**src/rtl/cdq_pkg.sv**
```systemverilog
// Shared types, constants and pointer helpers of the circular deque.
// Used by the datapath, the controller, the top level and the checker.
`default_nettype none

package cdq_pkg;

  localparam int DEPTH       = 8;
  localparam int PTR_W       = (DEPTH > 1) ? $clog2(DEPTH) : 1;
  localparam int COUNT_W     = $clog2(DEPTH + 1);
  localparam int WORD_W      = 32;
  localparam int OCC_W       = 4;
  localparam int IN_TDATA_W  = 40;
  localparam int OUT_TDATA_W = 40;

  typedef enum logic [1:0] {
    OP_PUSH_REAR  = 2'd0,
    OP_PUSH_FRONT = 2'd1,
    OP_POP_FRONT  = 2'd2,
    OP_POP_REAR   = 2'd3
  } op_t;

  typedef enum logic [1:0] {
    ST_DONE  = 2'd0,
    ST_FULL  = 2'd1,
    ST_EMPTY = 2'd2
  } status_t;

  typedef enum logic [1:0] {
    S_IDLE,
    S_EXEC,
    S_FINISH
  } state_t;

  typedef struct packed {
    logic capture;
    logic exec;
    logic load;
  } cmd_t;

  typedef struct packed {
    logic out_stall;
  } stat_t;

  function automatic logic [PTR_W-1:0] step_up(input logic [PTR_W-1:0] ptr);
    return (ptr == PTR_W'(DEPTH - 1)) ? '0 : ptr + PTR_W'(1);
  endfunction

  function automatic logic [PTR_W-1:0] step_down(input logic [PTR_W-1:0] ptr);
    return (ptr == '0) ? PTR_W'(DEPTH - 1) : ptr - PTR_W'(1);
  endfunction

endpackage

`default_nettype wire

```
**src/rtl/circular_deque.sv**
```systemverilog
// Circular double-ended queue on a ring store of eight signed 32-bit words.
// Each request passes three steps from acceptance to its result in the output
// register: capture, store access, result load. A new request is accepted only
// after the result of the previous one has been loaded into the output register.
// A held result does not block acceptance of the next request.
// Synchronous active-low reset empties the deque; store contents stay undefined.
`default_nettype none

module circular_deque (
  input  wire logic                                clk,
  input  wire logic                                rst_n,
  input  wire logic                                in_tvalid,
  output logic                                     in_tready,
  // Fields from bit 0: operation[1:0], push_value[33:2], zero fill [39:34].
  input  wire logic [cdq_pkg::IN_TDATA_W-1:0]      in_tdata,
  output logic                                     out_tvalid,
  input  wire logic                                out_tready,
  // Fields from bit 0: pop_value[31:0], status[33:32], occupancy[37:34],
  // is_empty[38], is_full[39].
  output logic      [cdq_pkg::OUT_TDATA_W-1:0]     out_tdata
);

  cdq_pkg::cmd_t  cmd;
  cdq_pkg::stat_t stat;

  cdq_ctrl u_ctrl (
    .clk       (clk),
    .rst_n     (rst_n),
    .in_tvalid (in_tvalid),
    .stat      (stat),
    .in_tready (in_tready),
    .cmd       (cmd)
  );

  cdq_datapath u_datapath (
    .clk        (clk),
    .rst_n      (rst_n),
    .cmd        (cmd),
    .in_tdata   (in_tdata),
    .out_tready (out_tready),
    .stat       (stat),
    .out_tvalid (out_tvalid),
    .out_tdata  (out_tdata)
  );

endmodule

`default_nettype wire

```
**src/rtl/cdq_ram.sv**
```systemverilog
// Generic single-port RAM with a registered read.
// Depends on nothing; holds the ring store of the circular deque.
`default_nettype none

module cdq_ram #(
  parameter int WIDTH = 32,
  parameter int DEPTH = 8
) (
  input  wire logic                                    clk,
  input  wire logic                                    we,
  input  wire logic                                    re,
  input  wire logic [((DEPTH > 1) ? $clog2(DEPTH) : 1)-1:0] addr,
  input  wire logic [WIDTH-1:0]                        wdata,
  output logic      [WIDTH-1:0]                        rdata
);

  logic [WIDTH-1:0] mem_r [DEPTH];
  logic [WIDTH-1:0] rdata_r;

  always_ff @(posedge clk) begin
    if (we) begin
      mem_r[addr] <= wdata;
    end
    if (re) begin
      rdata_r <= mem_r[addr];
    end
  end

  assign rdata = rdata_r;

endmodule

`default_nettype wire

```
**src/rtl/cdq_datapath.sv**
```systemverilog
// Datapath of the circular deque: pointers, count, ring store and result register.
// Depends on cdq_pkg and cdq_ram; driven by commands from cdq_ctrl.
`default_nettype none

module cdq_datapath (
  input  wire logic                               clk,
  input  wire logic                               rst_n,
  input  wire cdq_pkg::cmd_t                      cmd,
  input  wire logic [cdq_pkg::IN_TDATA_W-1:0]     in_tdata,
  input  wire logic                               out_tready,
  output cdq_pkg::stat_t                          stat,
  output logic                                    out_tvalid,
  output logic      [cdq_pkg::OUT_TDATA_W-1:0]    out_tdata
);

  cdq_pkg::op_t                       op_r;
  logic [cdq_pkg::WORD_W-1:0]         val_r;
  logic [cdq_pkg::PTR_W-1:0]          head_r, head_nxt;
  logic [cdq_pkg::PTR_W-1:0]          tail_r, tail_nxt;
  logic [cdq_pkg::COUNT_W-1:0]        count_r, count_nxt;
  cdq_pkg::status_t                   status_r, status_nxt;
  logic                               pop_ok_r, pop_ok_nxt;
  logic                               out_valid_r, out_valid_nxt;
  logic [cdq_pkg::OUT_TDATA_W-1:0]    out_data_r, out_data_nxt;

  logic                               ram_we;
  logic                               ram_re;
  logic [cdq_pkg::PTR_W-1:0]          ram_addr;
  logic [cdq_pkg::WORD_W-1:0]         ram_rdata;
  logic                               is_full;
  logic                               is_empty;
  logic [cdq_pkg::WORD_W-1:0]         pop_value;

  assign is_full  = (count_r == cdq_pkg::COUNT_W'(cdq_pkg::DEPTH));
  assign is_empty = (count_r == '0);

  always_comb begin
    head_nxt   = head_r;
    tail_nxt   = tail_r;
    count_nxt  = count_r;
    status_nxt = status_r;
    pop_ok_nxt = pop_ok_r;
    ram_we     = 1'b0;
    ram_re     = 1'b0;
    ram_addr   = head_r;
    if (cmd.exec) begin
      status_nxt = cdq_pkg::ST_DONE;
      pop_ok_nxt = 1'b0;
      case (op_r)
        cdq_pkg::OP_PUSH_REAR: begin
          if (is_full) begin
            status_nxt = cdq_pkg::ST_FULL;
          end else begin
            ram_we    = 1'b1;
            ram_addr  = tail_r;
            tail_nxt  = cdq_pkg::step_up(tail_r);
            count_nxt = count_r + cdq_pkg::COUNT_W'(1);
          end
        end
        cdq_pkg::OP_PUSH_FRONT: begin
          if (is_full) begin
            status_nxt = cdq_pkg::ST_FULL;
          end else begin
            ram_we    = 1'b1;
            ram_addr  = cdq_pkg::step_down(head_r);
            head_nxt  = cdq_pkg::step_down(head_r);
            count_nxt = count_r + cdq_pkg::COUNT_W'(1);
          end
        end
        cdq_pkg::OP_POP_FRONT: begin
          if (is_empty) begin
            status_nxt = cdq_pkg::ST_EMPTY;
          end else begin
            ram_re     = 1'b1;
            ram_addr   = head_r;
            head_nxt   = cdq_pkg::step_up(head_r);
            count_nxt  = count_r - cdq_pkg::COUNT_W'(1);
            pop_ok_nxt = 1'b1;
          end
        end
        cdq_pkg::OP_POP_REAR: begin
          if (is_empty) begin
            status_nxt = cdq_pkg::ST_EMPTY;
          end else begin
            ram_re     = 1'b1;
            ram_addr   = cdq_pkg::step_down(tail_r);
            tail_nxt   = cdq_pkg::step_down(tail_r);
            count_nxt  = count_r - cdq_pkg::COUNT_W'(1);
            pop_ok_nxt = 1'b1;
          end
        end
        default: begin
          status_nxt = cdq_pkg::ST_DONE;
        end
      endcase
    end
  end

  assign pop_value = pop_ok_r ? ram_rdata : '0;

  always_comb begin
    out_data_nxt  = out_data_r;
    out_valid_nxt = out_valid_r;
    if (cmd.load) begin
      out_valid_nxt = 1'b1;
      out_data_nxt  = {is_full, is_empty, cdq_pkg::OCC_W'(count_r), status_r, pop_value};
    end else if (out_tready) begin
      out_valid_nxt = 1'b0;
    end
  end

  always_ff @(posedge clk) begin
    if (!rst_n) begin
      head_r      <= '0;
      tail_r      <= '0;
      count_r     <= '0;
      out_valid_r <= 1'b0;
    end else begin
      head_r      <= head_nxt;
      tail_r      <= tail_nxt;
      count_r     <= count_nxt;
      out_valid_r <= out_valid_nxt;
    end
  end

  always_ff @(posedge clk) begin
    if (cmd.capture) begin
      op_r  <= cdq_pkg::op_t'(in_tdata[1:0]);
      val_r <= in_tdata[cdq_pkg::WORD_W+1:2];
    end
    status_r   <= status_nxt;
    pop_ok_r   <= pop_ok_nxt;
    out_data_r <= out_data_nxt;
  end

  cdq_ram #(
    .WIDTH (cdq_pkg::WORD_W),
    .DEPTH (cdq_pkg::DEPTH)
  ) u_ring (
    .clk   (clk),
    .we    (ram_we),
    .re    (ram_re),
    .addr  (ram_addr),
    .wdata (val_r),
    .rdata (ram_rdata)
  );

  assign stat.out_stall = out_valid_r && !out_tready;
  assign out_tvalid     = out_valid_r;
  assign out_tdata      = out_data_r;

endmodule

`default_nettype wire

```
**src/rtl/cdq_ctrl.sv**
```systemverilog
// Controller of the circular deque: sequences accept, execute and result load.
// Depends on cdq_pkg; drives the datapath through a command struct.
`default_nettype none

module cdq_ctrl (
  input  wire logic           clk,
  input  wire logic           rst_n,
  input  wire logic           in_tvalid,
  input  wire cdq_pkg::stat_t stat,
  output logic                in_tready,
  output cdq_pkg::cmd_t       cmd
);

  cdq_pkg::state_t state_r, state_nxt;

  always_ff @(posedge clk) begin
    if (!rst_n) begin
      state_r <= cdq_pkg::S_IDLE;
    end else begin
      state_r <= state_nxt;
    end
  end

  always_comb begin
    state_nxt   = state_r;
    in_tready   = 1'b0;
    cmd.capture = 1'b0;
    cmd.exec    = 1'b0;
    cmd.load    = 1'b0;
    case (state_r)
      cdq_pkg::S_IDLE: begin
        in_tready = 1'b1;
        if (in_tvalid) begin
          cmd.capture = 1'b1;
          state_nxt   = cdq_pkg::S_EXEC;
        end
      end
      cdq_pkg::S_EXEC: begin
        cmd.exec  = 1'b1;
        state_nxt = cdq_pkg::S_FINISH;
      end
      cdq_pkg::S_FINISH: begin
        if (!stat.out_stall) begin
          cmd.load  = 1'b1;
          state_nxt = cdq_pkg::S_IDLE;
        end
      end
      default: begin
        state_nxt = cdq_pkg::S_IDLE;
      end
    endcase
  end

endmodule

`default_nettype wire

```
**config.mk**
```make
export PLATFORM = sky130hd
export DESIGN_NAME = circular_deque
export DESIGN_NICKNAME = d
export VERILOG_FILES = /design/src/rtl/cdq_pkg.sv /design/src/rtl/circular_deque.sv /design/src/rtl/cdq_ram.sv /design/src/rtl/cdq_datapath.sv /design/src/rtl/cdq_ctrl.sv
export SDC_FILE = /design/constraint.sdc
export NUM_CORES = 1
export LEC_CHECK = 0
export ABC_CLOCK_PERIOD_IN_PS = 5500
export BUFFER_PORTS_ARGS = -buffer_cell sky130_fd_sc_hd__buf_2
export CAP_MARGIN = 30
export CORE_ASPECT_RATIO = 1.1
export CORE_MARGIN = 4
export CORE_UTILIZATION = 61
export DETAILED_ROUTE_END_ITERATION = 12
export PLACE_DENSITY = 0.8
export SYNTH_ARGS = -nofsm -noshare
export SYNTH_HDL_FRONTEND = slang
export SYNTH_SLANG_ARGS = --single-unit
```
**constraint.sdc**
```tcl
create_clock -name clk -period 5.5 [get_ports clk]
set_input_delay 1.1 -clock clk [delete_from_list [all_inputs] [get_ports clk]]
set_output_delay 1.1 -clock clk [all_outputs]
set_load 0.02 [all_outputs]
```
==> results.py <==
metrics = {
    "routing": {
        "routed_wirelength_um": 32600,
        "wl_per_cell_um": 23.3,
        "ant_nets": 0,
        "remaining_drc_errors": 0,
        "drt_iter0_markers": 938,
        "firstDrtPassIters": 5,
        "viasPerCell": 6.48,
        "vias": 9069,
    },
    "cts": {
        "cts_buffer_depth": 3,
        "cts_made_buffers": 37,
        "clk_pin_slew_ps": 60,
        "postCtsResizedCells": 0,
        "clk_latency_ps": 520,
        "post-cts-setup-buffer-count": 0,
        "ctsRootBufferMaster": "clkbuf_16",
        "ctsHoldBuffers": 0,
        "h-tree-depth": 2,
        "cts.sinks": 378,
        "cts_tree": "done",
    },
    "final_layout": {
        "finalCoreUtilization_pct": 69.3,
        "ff_latch_area_mm2": 0.0112,
        "num-fill-cells": 1591,
        "nNetsFinal": 1115,
        "fin_area_mm2": 0.0175,
        "drive_above_1_share_pct": 20.3,
        "num_antenna_cells": 0,
        "multiInputGateArea_mm2": 0.00395,
        "area_delta_synth_final_pct": 12.2,
    },
    "floorplanning": {
        "die-area_mm2": 0.0281,
        "die_h_um": 175,
        "core_mm2": 0.0252,
        "io_pins": 86,
        "initial_core_util_pct": 61.8,
        "rows": 61,
        "die_w_um": 160,
    },
    "timing": {
        "final_hold_viol_count": 0,
        "relSlewSlack_pct": 44.0,
        "post-route-period-util_pct": 73.2,
        "worst-slew-pin-transition_ps": 840,
        "fmax_mhz": 248,
        "final.setup_skew_ps": 19.2,
        "rsz0062_at_grt": "false",
        "setup_tns_ps": 0,
        "setup_viol": 0,
        "post-route-min-period_ps": 4030,
        "drv_slew": 0,
    },
    "job": {
        "maxCapViolations": 0,
    },
    "setup_path": {
        "cp-start-kind": "flop",
        "path_max_fanout": 34,
        "worstPathArrival_ps": 4340,
        "endpoint_kind": "flop",
        "required_ps": 5820,
        "critPathKind": "reg -> reg",
    },
    "synth": {
        "synth.area.mux_share_pct": 4.31,
        "yosysWarnings": 0,
        "yosysSeqAreaShare_pct": 72.1,
        "synth.distinct_cells": 57,
        "synthCells": 976,
        "synthAdderAreaFrac_pct": 1.25,
        "avgSynthCellArea_um2": 15.9,
        "synth_xor_xnor_area_share_pct": 0.169,
        "synth_common_cells": "365 x edfxtp_1, 67 x and2_1, 67 x mux2i_1",
        "synthArstFlopShare_pct": 0,
        "synth_area_leaders": "edfxtp_1 70%, mux2i_1 4.3%, a221oi_2 2.9%",
        "synthSimpleGateAreaFrac_pct": 8.13,
        "yosys_most_used_dff": "edfxtp_1",
        "synth.net_count": 1035,
        "netlist_area_mm2": 0.0156,
        "yosys.area.top_type_share_pct": 70.5,
        "synth_compound_area_share_pct": 11.1,
        "ys_ff_latch": 378,
        "synth_top_family_by_area": "compound AO/OA/AOI/OAI gates",
        "synth_edf_count": 365,
        "synth.most_common_cell": "edfxtp_1",
        "synth_top_area_cell": "edfxtp_1",
    },
    "global_route": {
        "grt-ovfl-total": 0,
        "grt_pass1_wl_um": 50100,
        "grt_pass1_vias": 9178,
        "grt_antenna_before_repair": 0,
        "grt_max_degree": 65,
        "grt_usage_pct": 22.9,
    },
    "power_and_ir_drop": {
        "p_sw_mw": 1.38,
        "vdd_ir_drop_max_mv": 0.329,
        "seqPwrFrac_pct": 52.8,
        "leakagePower_nw": 6.32,
        "pwr-share-clk_pct": 39.3,
        "swShare_pct": 22.2,
        "power.density_mw_per_mm2": 356,
        "pwr-share-comb_pct": 8.0,
        "p_int_mw": 4.83,
        "p_total_mw": 6.21,
    },
    "outcome": {
        "run_status": "finished clean",
    },
    "min_path": {
        "worstHoldPathType": "reg -> reg",
    },
    "placement": {
        "place_congestion": 0.837,
        "place_area_mm2": 0.0163,
        "portBuffers": 79,
        "dpl.hpwl_um": 17700,
    },
}
[through the flow]
stage          hold WS (ps)  instances  worst slack (ps)
2_1_floorplan           400        976              1330
3_3_place_gp            404       1330              1540
3_5_place_dp            406       1331              1460
4_1_cts                 419       1398              1460
5_1_grt                 422       1399              1270
6_report                417       1399              1470
[power by group through the flow]
| stage | sequential [mW] | combinational, mW | clock (mW) |
|---|---|---|---|
| floorplan | 3.33 | 0.353 | 0 |
| global placement | 3.33 | 0.466 | 0 |
| detailed placement | 3.34 | 0.484 | 0 |
| CTS | 3.28 | 0.489 | 2.47 |
| global route | 3.28 | 0.532 | 2.60 |
| finish | 3.28 | 0.495 | 2.44 |
[path summary, 6_finish.rpt]
| check | cells after the start | slack, ps | end | startpoint |
|---|---|---|---|---|
| hold / removal | 0 | 420 | u_datapath.out_tdata[32] | u_datapath.status_r[0] |
| hold reg to reg | 0 | 420 | u_datapath.out_tdata[32] | u_datapath.status_r[0] |
| setup reg to reg | 8 | 1470 | u_datapath.u_ring.rdata[6] | u_datapath.count_r[0] |
| setup / recovery | 8 | 1470 | u_datapath.u_ring.rdata[6] | u_datapath.count_r[0] |
[worst max-delay path: stages (launching register included)]
cell and delay (ps):
dfxtp_1 390, or4b_1 740, o211ai_2 210, buf_4 460, a21boi_4 240, nor2_8 600, buf_4 640, mux2i_1 180
a221oi_2 360
[routing by layer]
metal / share of wire [%] / global-route usage, % / vias to the layer above
met5: 0 / 0 / -
met4: 3.4 / 9.50 / 0
met3: 7.7 / 3.40 / 100
met2: 51 / 39.8 / 503
met1: 38 / 29.3 / 4440
li1: - / - / 4026
[state kept, by name, indices dropped and copies added (netlist names)]
register / count
u_datapath.count_r: 4
u_datapath.head_r: 3
u_datapath.out_tdata: 40
u_datapath.status_r: 2
u_datapath.out_tvalid: 1
u_datapath.tail_r: 3
u_datapath.op_r: 2
u_datapath.u_ring.rdata: 32
u_ctrl.state_r: 2
u_datapath.u_ring.mem_r: 256
u_datapath.val_r: 32
u_datapath.pop_ok_r: 1
[layout by cell type (no fill, tap or decap), types with 8 or more instances in the layout]
cell type  count
nand3_1       66
a211oi_1      34
a32o_1        32
ha_1          14
o21ai_0       39
a221oi_2      30
and2_1        66
edfxtp_1     365
a21oi_1       46
buf_2         79
clkbuf_1      10
clkbuf_16     38
buf_4         26
nand2_1        8
and3_1        33
nor2_1        17
dfxtp_1       13
inv_1         12
mux2i_1       66
[kinds of logic after synthesis]
group / Yosys count
AOI/OAI and AO/OA: 207
xor gates and xnor gates: 3
adders and majority gates: 15
buffers and inverters: 83
DFF: 378
muxes: 67
and+or+nand+nor: 223
[layout make-up]
type	instances	area share, %
Clock buffer	48	5.66
Inverter	16	0.351
Tap cell	315	2.26
Clock inverter	19	1.05
Multi-Input combinational cell	515	22.6
Timing Repair Buffer	108	3.77
Sequential cell	378	64.3
No activity file was read; power rests on OpenSTA's default activity.
